`src/design/htrt_pkg.sv`:
```
// ----------------------------------------------------------------------------
// htrt_pkg
// Shared types, character codes and match tables for the raw-text tokenizer.
// ----------------------------------------------------------------------------
`timescale 1ns / 1ps

package htrt_pkg;

    // longest tag name that takes part in name matching
    localparam int TAG_NAME_CHARS = 62;
    localparam int NAME_POS_W     = $clog2(TAG_NAME_CHARS + 1);

    // depth of the closer hold buffer
    localparam int HOLD_DEPTH = 8;
    localparam int HOLD_IDX_W = $clog2(HOLD_DEPTH);
    localparam int HOLD_CNT_W = $clog2(HOLD_DEPTH + 2);

    // tokenizer modes
    localparam logic [1:0] MODE_NORMAL = 2'd0;
    localparam logic [1:0] MODE_SCRIPT = 2'd1;
    localparam logic [1:0] MODE_STYLE  = 2'd2;

    // token kinds
    localparam logic KIND_TEXT = 1'b0;
    localparam logic KIND_TAG  = 1'b1;

    // special characters
    localparam logic [7:0] CH_LT    = 8'h3C;
    localparam logic [7:0] CH_GT    = 8'h3E;
    localparam logic [7:0] CH_SPACE = 8'h20;
    localparam logic [7:0] CH_TAB   = 8'h09;
    localparam logic [7:0] CH_CR    = 8'h0D;
    localparam logic [7:0] CH_LF    = 8'h0A;

    // closer lengths
    localparam logic [HOLD_CNT_W-1:0] SCRIPT_CLOSE_LEN = HOLD_CNT_W'(9);
    localparam logic [HOLD_CNT_W-1:0] STYLE_CLOSE_LEN  = HOLD_CNT_W'(8);

    // "</script>" and "</style>"
    localparam logic [7:0] SCRIPT_CLOSE [0:8] = '{
        8'h3C, 8'h2F, 8'h73, 8'h63, 8'h72, 8'h69, 8'h70, 8'h74, 8'h3E
    };
    localparam logic [7:0] STYLE_CLOSE [0:7] = '{
        8'h3C, 8'h2F, 8'h73, 8'h74, 8'h79, 8'h6C, 8'h65, 8'h3E
    };

    // tag names: script, style, /script, /style
    localparam logic [7:0] NAME_TBL [0:3][0:7] = '{
        '{8'h73, 8'h63, 8'h72, 8'h69, 8'h70, 8'h74, 8'h00, 8'h00},
        '{8'h73, 8'h74, 8'h79, 8'h6C, 8'h65, 8'h00, 8'h00, 8'h00},
        '{8'h2F, 8'h73, 8'h63, 8'h72, 8'h69, 8'h70, 8'h74, 8'h00},
        '{8'h2F, 8'h73, 8'h74, 8'h79, 8'h6C, 8'h65, 8'h00, 8'h00}
    };

    // name candidate indexes
    localparam logic [1:0] NAME_SCRIPT     = 2'd0;
    localparam logic [1:0] NAME_STYLE      = 2'd1;
    localparam logic [1:0] NAME_END_SCRIPT = 2'd2;
    localparam logic [1:0] NAME_END_STYLE  = 2'd3;

    typedef struct packed {
        logic [7:0] in_byte;
        logic       is_end;
    } t_in_item;

    typedef struct packed {
        logic [7:0] out_byte;
        logic       token_kind;
        logic       token_first;
        logic [1:0] raw_mode;
        logic       last_of_run;
    } t_out_item;

    // results caused by one item: held bytes first, then an optional tail byte
    typedef struct packed {
        logic [HOLD_DEPTH-1:0][7:0] held;
        logic [HOLD_CNT_W-1:0]      held_cnt;
        logic                       held_kind;
        logic                       held_first;
        logic [1:0]                 held_mode;
        logic                       tail_en;
        logic [7:0]                 tail_byte;
        logic                       tail_kind;
        logic                       tail_first;
        logic [1:0]                 tail_mode;
    } t_burst;

    // ascii upper to lower case
    function automatic logic [7:0] fold_case(input logic [7:0] c);
        logic [7:0] r;
        r = c;
        if (c >= 8'h41 && c <= 8'h5A) begin
            r = c + 8'd32;
        end
        return r;
    endfunction

    // expected closer character at position k
    function automatic logic [7:0] close_char(input logic is_style,
                                              input logic [HOLD_CNT_W-1:0] k);
        logic [7:0] r;
        r = 8'h00;
        if (is_style) begin
            if (k < STYLE_CLOSE_LEN) begin
                r = STYLE_CLOSE[k[HOLD_IDX_W-1:0]];
            end
        end else if (k < SCRIPT_CLOSE_LEN) begin
            r = SCRIPT_CLOSE[k];
        end
        return r;
    endfunction

    function automatic logic [NAME_POS_W-1:0] name_len(input logic [1:0] j);
        logic [NAME_POS_W-1:0] r;
        unique case (j)
            NAME_SCRIPT:     r = NAME_POS_W'(6);
            NAME_STYLE:      r = NAME_POS_W'(5);
            NAME_END_SCRIPT: r = NAME_POS_W'(7);
            NAME_END_STYLE:  r = NAME_POS_W'(6);
            default:         r = NAME_POS_W'(0);
        endcase
        return r;
    endfunction

endpackage

```
`src/design/html_tokenizer_raw_text.sv`:
```
// ----------------------------------------------------------------------------
// html_tokenizer_raw_text
// Byte-stream tokenizer with script and style raw text handling.
// ----------------------------------------------------------------------------
// Input channel: one document byte per item with an end-of-document flag.
// Output channel: released bytes, each tagged text or tag, with a token-start
// flag, the mode after the byte and a flag on the last result of the item.
// An item is registered in the input register, then the core decides its
// results and loads them into the result register, which drives the output.
// Throughput is one item per cycle for items with zero or one result while
// the output takes each result. An item with more results (up to 9, when
// held closer bytes are released or flushed) holds the result register until
// its last result is taken, and the input stalls behind it.
// Items that are held back as a possible closer give no result and pass at
// full rate even while the result register waits.
// A stall on the output holds the current result; the input register keeps
// its item and the input ready drops until room frees up.
// Synchronous reset empties both registers and returns the tokenizer to
// normal mode at a token start; no result is pending after reset.
// ----------------------------------------------------------------------------
`timescale 1ns / 1ps

module html_tokenizer_raw_text (
    input  logic                i_clk,
    input  logic                i_rst_n,
    input  logic                i_in_valid,
    output logic                o_in_ready,
    input  htrt_pkg::t_in_item  i_in_item,
    output logic                o_out_valid,
    input  logic                i_out_ready,
    output htrt_pkg::t_out_item o_out_item
);
    import htrt_pkg::*;

    // input register
    logic     r_in_valid;
    t_in_item r_in_item;

    // result register
    logic                  r_b_valid;
    t_burst                r_burst;
    logic [HOLD_CNT_W-1:0] r_idx;

    t_burst                core_burst;
    logic                  core_has_result;
    logic                  step;
    logic                  out_take;
    logic                  b_done;
    logic                  b_free;
    logic [HOLD_CNT_W-1:0] total;
    logic                  cur_held;
    logic                  cur_last;

    htrt_core u_core (
        .i_clk        (i_clk),
        .i_rst_n      (i_rst_n),
        .i_item       (r_in_item),
        .i_step       (step),
        .o_burst      (core_burst),
        .o_has_result (core_has_result)
    );

    // result selection
    assign total    = r_burst.held_cnt + HOLD_CNT_W'(r_burst.tail_en);
    assign cur_held = (r_idx < r_burst.held_cnt);
    assign cur_last = (r_idx == total - HOLD_CNT_W'(1));

    always_comb begin
        if (cur_held) begin
            o_out_item.out_byte    = r_burst.held[r_idx[HOLD_IDX_W-1:0]];
            o_out_item.token_kind  = r_burst.held_kind;
            o_out_item.token_first = r_burst.held_first && (r_idx == '0);
            o_out_item.raw_mode    = r_burst.held_mode;
        end else begin
            o_out_item.out_byte    = r_burst.tail_byte;
            o_out_item.token_kind  = r_burst.tail_kind;
            o_out_item.token_first = r_burst.tail_first;
            o_out_item.raw_mode    = r_burst.tail_mode;
        end
        o_out_item.last_of_run = cur_last;
    end

    assign o_out_valid = r_b_valid;

    // flow control
    assign out_take   = r_b_valid && i_out_ready;
    assign b_done     = out_take && cur_last;
    assign b_free     = !r_b_valid || b_done;
    assign step       = r_in_valid && (!core_has_result || b_free);
    assign o_in_ready = !r_in_valid || step;

    // control registers
    always_ff @(posedge i_clk) begin
        if (!i_rst_n) begin
            r_in_valid <= 1'b0;
            r_b_valid  <= 1'b0;
            r_idx      <= '0;
        end else begin
            if (o_in_ready) begin
                r_in_valid <= i_in_valid;
            end
            if (step && core_has_result) begin
                r_b_valid <= 1'b1;
                r_idx     <= '0;
            end else if (b_done) begin
                r_b_valid <= 1'b0;
            end else if (out_take) begin
                r_idx     <= r_idx + HOLD_CNT_W'(1);
            end
        end
    end

    // payload registers
    always_ff @(posedge i_clk) begin
        if (i_in_valid && o_in_ready) begin
            r_in_item <= i_in_item;
        end
        if (step && core_has_result) begin
            r_burst <= core_burst;
        end
    end

endmodule

```
`src/design/htrt_core.sv`:
```
// ----------------------------------------------------------------------------
// htrt_core
// Tokenizer state and per-byte decision: holds closer bytes, tracks the tag
// name and describes the results one item causes.
// ----------------------------------------------------------------------------
`timescale 1ns / 1ps

module htrt_core (
    input  logic              i_clk,
    input  logic              i_rst_n,
    input  htrt_pkg::t_in_item i_item,
    input  logic              i_step,
    output htrt_pkg::t_burst  o_burst,
    output logic              o_has_result
);
    import htrt_pkg::*;

    // state
    logic [1:0]            r_mode, n_mode;
    logic                  r_inside, n_inside;
    logic                  r_at_start, n_at_start;
    logic [HOLD_CNT_W-1:0] r_held_cnt, n_held_cnt;
    logic [7:0]            r_held [HOLD_DEPTH];
    logic [NAME_POS_W-1:0] r_name_pos, n_name_pos;
    logic [3:0]            r_name_flags, n_name_flags;
    logic                  r_name_fin, n_name_fin;

    // hold buffer write
    logic                  held_we;
    logic [HOLD_IDX_W-1:0] held_widx;

    // item fields
    logic [7:0] c;
    logic [7:0] fc;
    logic       is_end;
    logic       is_ws;

    // name after taking this byte
    logic [NAME_POS_W-1:0] tk_pos;
    logic [3:0]            tk_flags;
    logic                  tk_fin;

    // closer compare
    logic                  is_style;
    logic [HOLD_CNT_W-1:0] close_len;
    logic                  close_hit;

    t_burst b;

    // mode switch from a finished tag name
    function automatic logic [1:0] name_apply(input logic [3:0] flags,
                                              input logic [NAME_POS_W-1:0] pos,
                                              input logic [1:0] mode);
        logic [1:0] r;
        r = mode;
        if (flags[NAME_SCRIPT] && pos == name_len(NAME_SCRIPT)) begin
            r = MODE_SCRIPT;
        end else if (flags[NAME_STYLE] && pos == name_len(NAME_STYLE)) begin
            r = MODE_STYLE;
        end else if ((flags[NAME_END_SCRIPT] && pos == name_len(NAME_END_SCRIPT)) ||
                     (flags[NAME_END_STYLE] && pos == name_len(NAME_END_STYLE))) begin
            r = MODE_NORMAL;
        end
        return r;
    endfunction

    assign c      = i_item.in_byte;
    assign fc     = fold_case(c);
    assign is_end = i_item.is_end;
    assign is_ws  = (c == CH_SPACE) || (c == CH_TAB) || (c == CH_CR) || (c == CH_LF);

    // tag name tracking for one more byte
    always_comb begin
        tk_pos   = r_name_pos;
        tk_flags = r_name_flags;
        tk_fin   = r_name_fin;
        if (!r_name_fin) begin
            if (is_ws || r_name_pos >= NAME_POS_W'(TAG_NAME_CHARS)) begin
                tk_fin = 1'b1;
            end else begin
                for (int j = 0; j < 4; j++) begin
                    if (r_name_pos >= name_len(2'(j)) ||
                        fc != NAME_TBL[j][r_name_pos[2:0]]) begin
                        tk_flags[j] = 1'b0;
                    end
                end
                tk_pos = r_name_pos + NAME_POS_W'(1);
            end
        end
    end

    // closer compare against the held prefix
    assign is_style  = (r_mode == MODE_STYLE);
    assign close_len = is_style ? STYLE_CLOSE_LEN : SCRIPT_CLOSE_LEN;
    assign close_hit = (r_held_cnt < close_len) && (fc == close_char(is_style, r_held_cnt));

    // per-item decision
    always_comb begin
        n_mode       = r_mode;
        n_inside     = r_inside;
        n_at_start   = r_at_start;
        n_held_cnt   = r_held_cnt;
        n_name_pos   = r_name_pos;
        n_name_flags = r_name_flags;
        n_name_fin   = r_name_fin;
        held_we      = 1'b0;
        held_widx    = '0;

        b            = '0;
        for (int i = 0; i < HOLD_DEPTH; i++) begin
            b.held[i] = r_held[i];
        end
        // snapshot carries this byte at the next free slot
        if (r_held_cnt < HOLD_CNT_W'(HOLD_DEPTH)) begin
            b.held[r_held_cnt[HOLD_IDX_W-1:0]] = c;
        end
        b.held_mode = r_mode;
        b.tail_byte = c;
        b.tail_mode = r_mode;

        if (r_inside) begin
            // inside a tag: runs through '>'
            if (c != CH_GT) begin
                n_name_pos   = tk_pos;
                n_name_flags = tk_flags;
                n_name_fin   = tk_fin;
            end
            if (c == CH_GT || is_end) begin
                n_mode     = name_apply(n_name_flags, n_name_pos, r_mode);
                n_inside   = 1'b0;
                n_at_start = 1'b1;
            end
            b.tail_en   = 1'b1;
            b.tail_kind = KIND_TAG;
            b.tail_mode = n_mode;
        end else if (r_held_cnt != '0) begin
            if (close_hit) begin
                if (r_held_cnt + HOLD_CNT_W'(1) == close_len) begin
                    // full closer: release held bytes as a tag
                    b.held_cnt   = r_held_cnt;
                    b.held_kind  = KIND_TAG;
                    b.held_first = 1'b1;
                    n_held_cnt   = '0;
                    n_mode       = MODE_NORMAL;
                    n_at_start   = 1'b1;
                    n_name_pos   = '0;
                    n_name_flags = 4'hF;
                    n_name_fin   = 1'b0;
                    b.tail_en    = 1'b1;
                    b.tail_kind  = KIND_TAG;
                    b.tail_mode  = MODE_NORMAL;
                end else begin
                    // closer still possible: hold this byte too
                    held_we    = 1'b1;
                    held_widx  = r_held_cnt[HOLD_IDX_W-1:0];
                    n_held_cnt = r_held_cnt + HOLD_CNT_W'(1);
                    if (is_end) begin
                        b.held_cnt = n_held_cnt;
                    end
                end
            end else begin
                // mismatch: flush held bytes as text
                b.held_cnt = r_held_cnt;
                n_held_cnt = '0;
                if (c == CH_LT) begin
                    held_we    = 1'b1;
                    n_held_cnt = HOLD_CNT_W'(1);
                    b.tail_en  = is_end;
                end else begin
                    b.tail_en  = 1'b1;
                end
            end
        end else if (c == CH_LT && (r_at_start || r_mode == MODE_NORMAL)) begin
            // tag opens; a cleared name changes no mode
            n_inside     = 1'b1;
            n_at_start   = 1'b0;
            n_name_pos   = '0;
            n_name_flags = 4'hF;
            n_name_fin   = 1'b0;
            b.tail_en    = 1'b1;
            b.tail_kind  = KIND_TAG;
            b.tail_first = 1'b1;
        end else begin
            // text byte, or a possible closer start in raw mode
            n_at_start = 1'b0;
            if (c == CH_LT) begin
                held_we    = 1'b1;
                n_held_cnt = HOLD_CNT_W'(1);
                b.tail_en  = is_end;
            end else begin
                b.tail_en    = 1'b1;
                b.tail_first = r_at_start;
            end
        end

        // end of document: everything back to reset
        if (is_end) begin
            n_mode       = MODE_NORMAL;
            n_inside     = 1'b0;
            n_at_start   = 1'b1;
            n_held_cnt   = '0;
            n_name_pos   = '0;
            n_name_flags = 4'hF;
            n_name_fin   = 1'b0;
        end
    end

    assign o_burst      = b;
    assign o_has_result = (b.held_cnt != '0) || b.tail_en;

    // control state
    always_ff @(posedge i_clk) begin
        if (!i_rst_n) begin
            r_mode       <= MODE_NORMAL;
            r_inside     <= 1'b0;
            r_at_start   <= 1'b1;
            r_held_cnt   <= '0;
            r_name_pos   <= '0;
            r_name_flags <= 4'hF;
            r_name_fin   <= 1'b0;
        end else if (i_step) begin
            r_mode       <= n_mode;
            r_inside     <= n_inside;
            r_at_start   <= n_at_start;
            r_held_cnt   <= n_held_cnt;
            r_name_pos   <= n_name_pos;
            r_name_flags <= n_name_flags;
            r_name_fin   <= n_name_fin;
        end
    end

    // hold buffer, no reset
    always_ff @(posedge i_clk) begin
        if (i_step && held_we) begin
            r_held[held_widx] <= c;
        end
    end

endmodule

```
`config.mk`:
```
export PLATFORM = sky130hd
export DESIGN_NAME = html_tokenizer_raw_text
export DESIGN_NICKNAME = d
export VERILOG_FILES = /design/src/design/htrt_pkg.sv /design/src/design/html_tokenizer_raw_text.sv /design/src/design/htrt_core.sv
export SDC_FILE = /design/constraint.sdc
export NUM_CORES = 1
export LEC_CHECK = 0
export BUFFER_PORTS_ARGS = -buffer_cell sky130_fd_sc_hd__buf_2
export CORE_MARGIN = 2
export CORE_UTILIZATION = 60
export CTS_CLUSTER_DIAMETER = 60
export DETAILED_ROUTE_END_ITERATION = 10
export HOLD_SLACK_MARGIN = 0.12
export PLACE_DENSITY = 0.74
export REMOVE_ABC_BUFFERS = 1
export SETUP_SLACK_MARGIN = 0.5
export SLEW_MARGIN = 20
export SYNTH_ARGS = -nofsm -noshare
export SYNTH_HDL_FRONTEND = slang
export SYNTH_SLANG_ARGS = --single-unit
```
`constraint.sdc`:
```
create_clock -name i_clk -period 10.1 [get_ports i_clk]
set_clock_uncertainty 0.15 [all_clocks]
set_input_delay 2.02 -clock i_clk [delete_from_list [all_inputs] [get_ports i_clk]]
set_output_delay 2.02 -clock i_clk [all_outputs]
set_load 0.01 [all_outputs]
```
==> results of run 1 <==
## worst max-delay path, delay by kind of cell (launching register included)
kind                     cells  cell delay, ns
AO/OA/AOI/OAI                4            0.90
XOR/XNOR                     1            0.20
adder cells (fa/ha/maj)      1            0.45
buffers and inverters        2            0.43
flip-flops                   1            0.72
AND/OR/NAND/NOR              4            1.50
## cell type report
cell class / instances / area [µm²]
flip-flops and latches: 182 / 5220
fillers: 1157 / 5160
multi-input cells: 546 / 4220
clock buffers: 17 / 425
well taps: 216 / 270
repair buffers: 39 / 268
clock inverters: 15 / 155
inverters: 30 / 113
## routing by layer
metal  up-vias  GRT usage, %  part of all wire [%]
li1       3121             -                     -
met1      3334          39.0                    43
met2       286          43.9                    47
met3        54          5.05                   6.9
met4         0          10.8                   2.6
met5         -             0                     0
## worst paths after layout
| path | startpoint | endpoint | slack, ns | cells past startpoint |
|---|---|---|---|---|
| worst max-delay path | u_core.r_held_cnt[0] | o_in_ready | 3.29 | 12 |
| worst min-delay path | u_core.r_name_flags[0] | u_core.r_name_flags[0] | 0.36 | 1 |
| worst max register to register | u_core.r_held_cnt[0] | u_core.r_held[7][0] | 4.18 | 12 |
| worst min register to register | u_core.r_name_flags[0] | u_core.r_name_flags[0] | 0.36 | 1 |
## flip-flops by register name (all words and copies together), names as in the netlist
register             flops
u_core.r_name_pos        6
u_core.r_name_flags      4
u_core.r_inside          1
u_core.r_at_start        1
r_idx                    4
u_core.r_held_cnt        4
r_in_item                9
u_core.r_mode            2
o_out_valid              1
u_core.r_held           64
r_burst                 84
u_core.r_name_fin        1
r_in_valid               1
## synth_stat cells (all sizes together), types with 5 or more instances
library cell | n | area [µm²]
nand3 | 22 | 110
nor4 | 17 | 128
or3 | 8 | 55.1
xor2 | 8 | 70.1
ha | 22 | 275
o21ai | 30 | 150
a21o | 6 | 45.0
mux2 | 67 | 754
inv | 29 | 109
and2 | 6 | 37.5
edfxtp | 157 | 4710
nor2 | 55 | 206
a31oi | 9 | 56.3
nor3b | 5 | 37.5
clkbuf | 36 | 135
a21oi | 45 | 236
mux4 | 16 | 360
mux2i | 20 | 200
or4 | 8 | 63.8
nand4 | 14 | 93.8
nand2 | 46 | 173
nor3 | 31 | 155
nand2b | 11 | 68.8
xnor2 | 18 | 158
dfxtp | 25 | 500
buf | 18 | 109
a211oi | 7 | 52.6
## stage by stage
stage	utilization (%)	instance area, µm²	worst slack (ns)	cells
detailed placement	63.3	10000	3.81	1009
finish	67.4	10700	3.29	1045
CTS	66.9	10600	3.34	1041
global route	67.4	10700	2.99	1045
global placement	63.2	10000	4.02	1009
floorplan	-	9460	2.99	758
## report_power, final
part           internal, µW  leakage [µW]  switching, µW
registers               834       0.00165           15.8
logic                  38.4       0.00165           61.6
clock network           332      0.000283            322
total                  1200       0.00358            399
## logic make-up after synthesis
kind of cell	after synthesis	share of synthesized area [%]
compound gates	153	10.8
xor+xnor	26	2.35
fa+ha+maj	22	2.84
buf+inv	84	3.67
flops	182	53.7
mux	103	13.5
simple gates	242	13.1
==> flow_summary.yaml, run 1 <==
outcome:
  outcome: "finished clean"
pwr:
  p_total_uw: 1600
  leakage_uw: 0.00358
  vdd_drop_max_uv: 125
  powerDensity_nw_per_um2: 150
yosys:
  synthesis.area_per_instance_um2: 12.0
  synth_edf_count: 157
  yosysWarnings: 0
  yosysSeqAreaShare_pct: 53.7
  netlist_area_um2: 9710
  synthArstFlopShare_pct: 0
  synth_flop_cell: "edfxtp_1"
  syn_inst: 812
  synth-seq-cells: 182
  ys_types: 78
global_routing:
  grt-ovfl-total: 0
  grt_max_degree: 81
  first_global_vias: 6538
  grt_pass1_wl_um: 36700
  globalRouteTotalUtil_pct: 27.9
  antenna_found_initial: 0
die:
  die_h_um: 131
  fp-row-count: 46
  die-area_um2: 17200
  die_width_um: 131
  ios: 28
  start_util_pct: 61.3
  core_area_um2: 15800
timing:
  worst_slew_pin_slew_ns: 1.19
  fmax_mhz: 147
  rsz0062_at_grt: "false"
  drv_slew: 0
  finalSetupViolCount: 0
  final_hold_viol_count: 0
  layout_min_cycle_time_ns: 6.81
  slew_headroom_pct: 20.1
  setup-tns-final_ns: 0
  finalCritPeriodShare_pct: 67.4
  holdWs_ns: 0.358
routing:
  drcViolationCount: 0
  vias: 6795
  ant_nets: 0
  wl_per_cell_um: 22.5
  drtIter0Drc: 611
  wirelength_um: 23500
  drt_pass1_iterations: 5
  viasPerCell: 6.50
setup_path:
  cp_cell_sequence: "inv_1 > ha_1 > or3b_2 > o2111ai_1 > o311ai_0 > xor2_1 > nand3_1 > nor4b_1 > a21oi_1 > o21ai_0 > or2_2 > buf_2"
  critPathKind: "flop to output port"
  worst_setup_path_end_kind: "output port"
  cp-start-kind: "flop"
  critPathRequiredTime_ns: 7.93
  max_stage_delay_ns: 0.72
  critPathSlowestCell: "dfxtp_1"
  cp_max_fo: 15
  arrival_ns: 4.64
clocking:
  htree_num_levels: 4
  clk_pin_slew_ns: 0.07
  holdBufCountCts: 0
  clock_latency_ns: 0.44
  numCtsBuffers: 17
  clock-root-buffer: "clkbuf_16"
  cts_resized: 0
  cts_setup_buffers: 0
  cts_tree: "done"
  cts_buffer_depth: 2
  cts_sinks: 182
flow_run:
  drv_cap: 0
hold_path:
  hold_path.class: "flop to flop"
cells_and_area:
  synthToLayoutAreaGrowth_pct: 9.86
  finalNetCount: 851
  final_cell_mix: "edfxtp_1 (157), mux2_2 (67), nor2_1 (54)"
  final_common_cell: "edfxtp_1"
  drive_gt1_share_pct: 22.6
  antennaDiodeCount: 0
placement:
  portBuffers: 27
  gp_congestion: 0.933
  hpwl_um: 15300
(Power assumes the default switching activity.)
==> run 2: changes to the inputs <==
--- a/config.mk
+++ b/config.mk
@@ -7,7 +7,7 @@
 export LEC_CHECK = 0
 export BUFFER_PORTS_ARGS = -buffer_cell sky130_fd_sc_hd__buf_2
 export CORE_MARGIN = 2
-export CORE_UTILIZATION = 60
+export CORE_UTILIZATION = 57
 export CTS_CLUSTER_DIAMETER = 60
 export DETAILED_ROUTE_END_ITERATION = 10
 export HOLD_SLACK_MARGIN = 0.12
==> constraint.sdc (replaced) <==
create_clock -name i_clk -period 5.46 [get_ports i_clk]
set_clock_uncertainty 0.15 [all_clocks]
set_input_delay 1.092 -clock i_clk [delete_from_list [all_inputs] [get_ports i_clk]]
set_output_delay 1.092 -clock i_clk [all_outputs]
set_load 0.01 [all_outputs]
==> run 2 against run 1 <==
Compared with the run above: largest cell class unchanged; count of clock-buffer cells in the layout unchanged; combinational power increased by 110%; register-to-register slack got worse by 3.0 ns; highest routed layer unchanged; via count increased by 2.4%; routed wire length increased by 3.1%; worst hold slack got worse by 0.0077 ns; cell count increased by 4.2%; critical path depth unchanged; die area increased by 5.1%; sequential power increased by 84%.
==> flow_summary.yaml, run 2 (synthesis gave the netlist of run 1 again) <==
routing:
  drtIter0Drc: 587
  viasPerCell: 6.39
  wl_per_cell_um: 22.2
  ant_nets: 0
  vias: 6961
  drt_pass1_iterations: 5
  drcViolationCount: 0
  wirelength_um: 24200
die:
  die_width_um: 135
  die_h_um: 135
  core_area_um2: 16600
  start_util_pct: 58.3
  ios: 28
  fp-row-count: 47
  die-area_um2: 18100
timing:
  final_hold_viol_count: 0
  layout_min_cycle_time_ns: 4.84
  rsz0062_at_grt: "false"
  fmax_mhz: 207
  drv_slew: 0
  worst_slack_ns: 0.624
  finalCritPeriodShare_pct: 88.6
  worst_slew_pin_slew_ns: 0.897
  finalSetupViolCount: 0
  slew_headroom_pct: 39.8
cells_and_area:
  final_cell_mix: "edfxtp_1 (157), mux2_2 (67), nor2_1 (53)"
  reg_top3: "r_burst (84), u_core.r_held (64), r_in_item (9)"
  drive_gt1_share_pct: 27.0
  final_area_um2: 11000
  fillers: 1201
  final_common_cell: "edfxtp_1"
  largest_reg_flops: 84
  fin_cells: 1089
  antennaDiodeCount: 0
  finalNetCount: 892
  largest-register: "r_burst"
  synthToLayoutAreaGrowth_pct: 13.3
placement:
  hpwl_um: 16300
  place_area_um2: 10200
  gp_congestion: 0.947
  pre_cts_ws_ns: 0.596
  portBuffers: 27
  dp_cells: 1038
setup_path:
  critPathKind: "flop to output port"
  critPathRequiredTime_ns: 4.22
  cp_max_fo: 7
  arrival_ns: 3.59
  worst_setup_path_end_kind: "output port"
  cp-start-kind: "flop"
pwr:
  p_int_uw: 2270
  power_frac_seq_pct: 52.2
  powerDensity_nw_per_um2: 272
  power_frac_comb_pct: 7.1
  vdd_drop_max_uv: 219
  p_switching_uw: 723
  swShare_pct: 24.2
  leakage_uw: 0.00378
  p_total_uw: 2990
  pwr-share-clk_pct: 40.7
global_routing:
  antenna_found_initial: 0
  first_global_vias: 6777
  grt-ovfl-total: 0
  grt_max_degree: 41
  grt_pass1_wl_um: 37700
  globalRouteTotalUtil_pct: 27.5
clocking:
  cts_sinks: 182
  holdBufCountCts: 0
  cts_buffer_depth: 2
  clk_pin_slew_ns: 0.07
  htree_num_levels: 4
  clock-root-buffer: "clkbuf_16"
  numCtsBuffers: 17
  clock_latency_ns: 0.43
  cts_tree: "done"
outcome:
  outcome: "finished clean"
flow_run:
  drv_cap: 0
hold_path:
  hold_path.class: "flop to flop"
==> run 2: metal layers <==
layer	wire length, µm	vias up	track usage (%)
li1	-	3200	-
met1	10600	3436	38.4
met2	11900	285	44.8
met3	1320	40	4.24
met4	429	0	8.71
met5	0	-	0
==> run 2: power by group through the flow <==
stage | registers (µW) | logic [µW] | clock network, µW
after CTS | 1560 | 208 | 1240
after global routing | 1570 | 228 | 1290
after detailed placement | 1600 | 194 | 0
final | 1560 | 212 | 1220
after global placement | 1600 | 189 | 0
after floorplan | 1610 | 109 | 0
==> run 2: cell type report <==
type                       count  area (µm²)  area share, %
multi-input combinational    546        4240           38.5
clock buffer                  17         425           3.87
sequential                   182        5220           47.5
tap                          220         275           2.50
inverter                      30         116           1.06
timing repair buffer          80         562           5.11
clock inverter                14         161           1.47
==> run 2: repair_timing <==
item / CTS / global route
setup buffers: 15 / 5
pin swaps: 3 / 3
cloned: 0 / 0
setup endpoints to repair: 1 / 1
gates resized for setup: 13 / 12
==> run 2: metrics by stage <==
| step | hold slack, ns | TNS [ns] | utilization, % |
|---|---|---|---|
| detailed placement | 0.336 | 0 | 61.2 |
| floorplan | 0.305 | -138.22 | - |
| global placement | 0.332 | 0 | 61.2 |
| CTS | 0.353 | 0 | 65.6 |
| global route | 0.378 | 0 | 66.1 |
| finish | 0.351 | 0 | 66.1 |
==> run 2: path summary, 6_finish.rpt <==
kind,from,endpoint,slack [ns],depth (start not counted)
min reg2reg,u_core.r_name_flags[0],u_core.r_name_flags[0],0.35,1
min,u_core.r_name_flags[0],u_core.r_name_flags[0],0.35,1
max,u_core.r_held_cnt[1],o_in_ready,0.62,12
max reg2reg,r_in_item[1],u_core.r_held[4][1],1.15,13
==> run 2: critical path, stage by stage (launching register included) <==
cell       delay [ns]
dfxtp_4          0.41
inv_2            0.08
ha_4             0.24
nand2b_1         0.10
a21boi_1         0.15
a2111oi_0        0.11
a211o_1          0.28
or4_4            0.61
or3_4            0.46
a21oi_2          0.17
o21ai_2          0.10
or2_2            0.31
buf_2            0.15
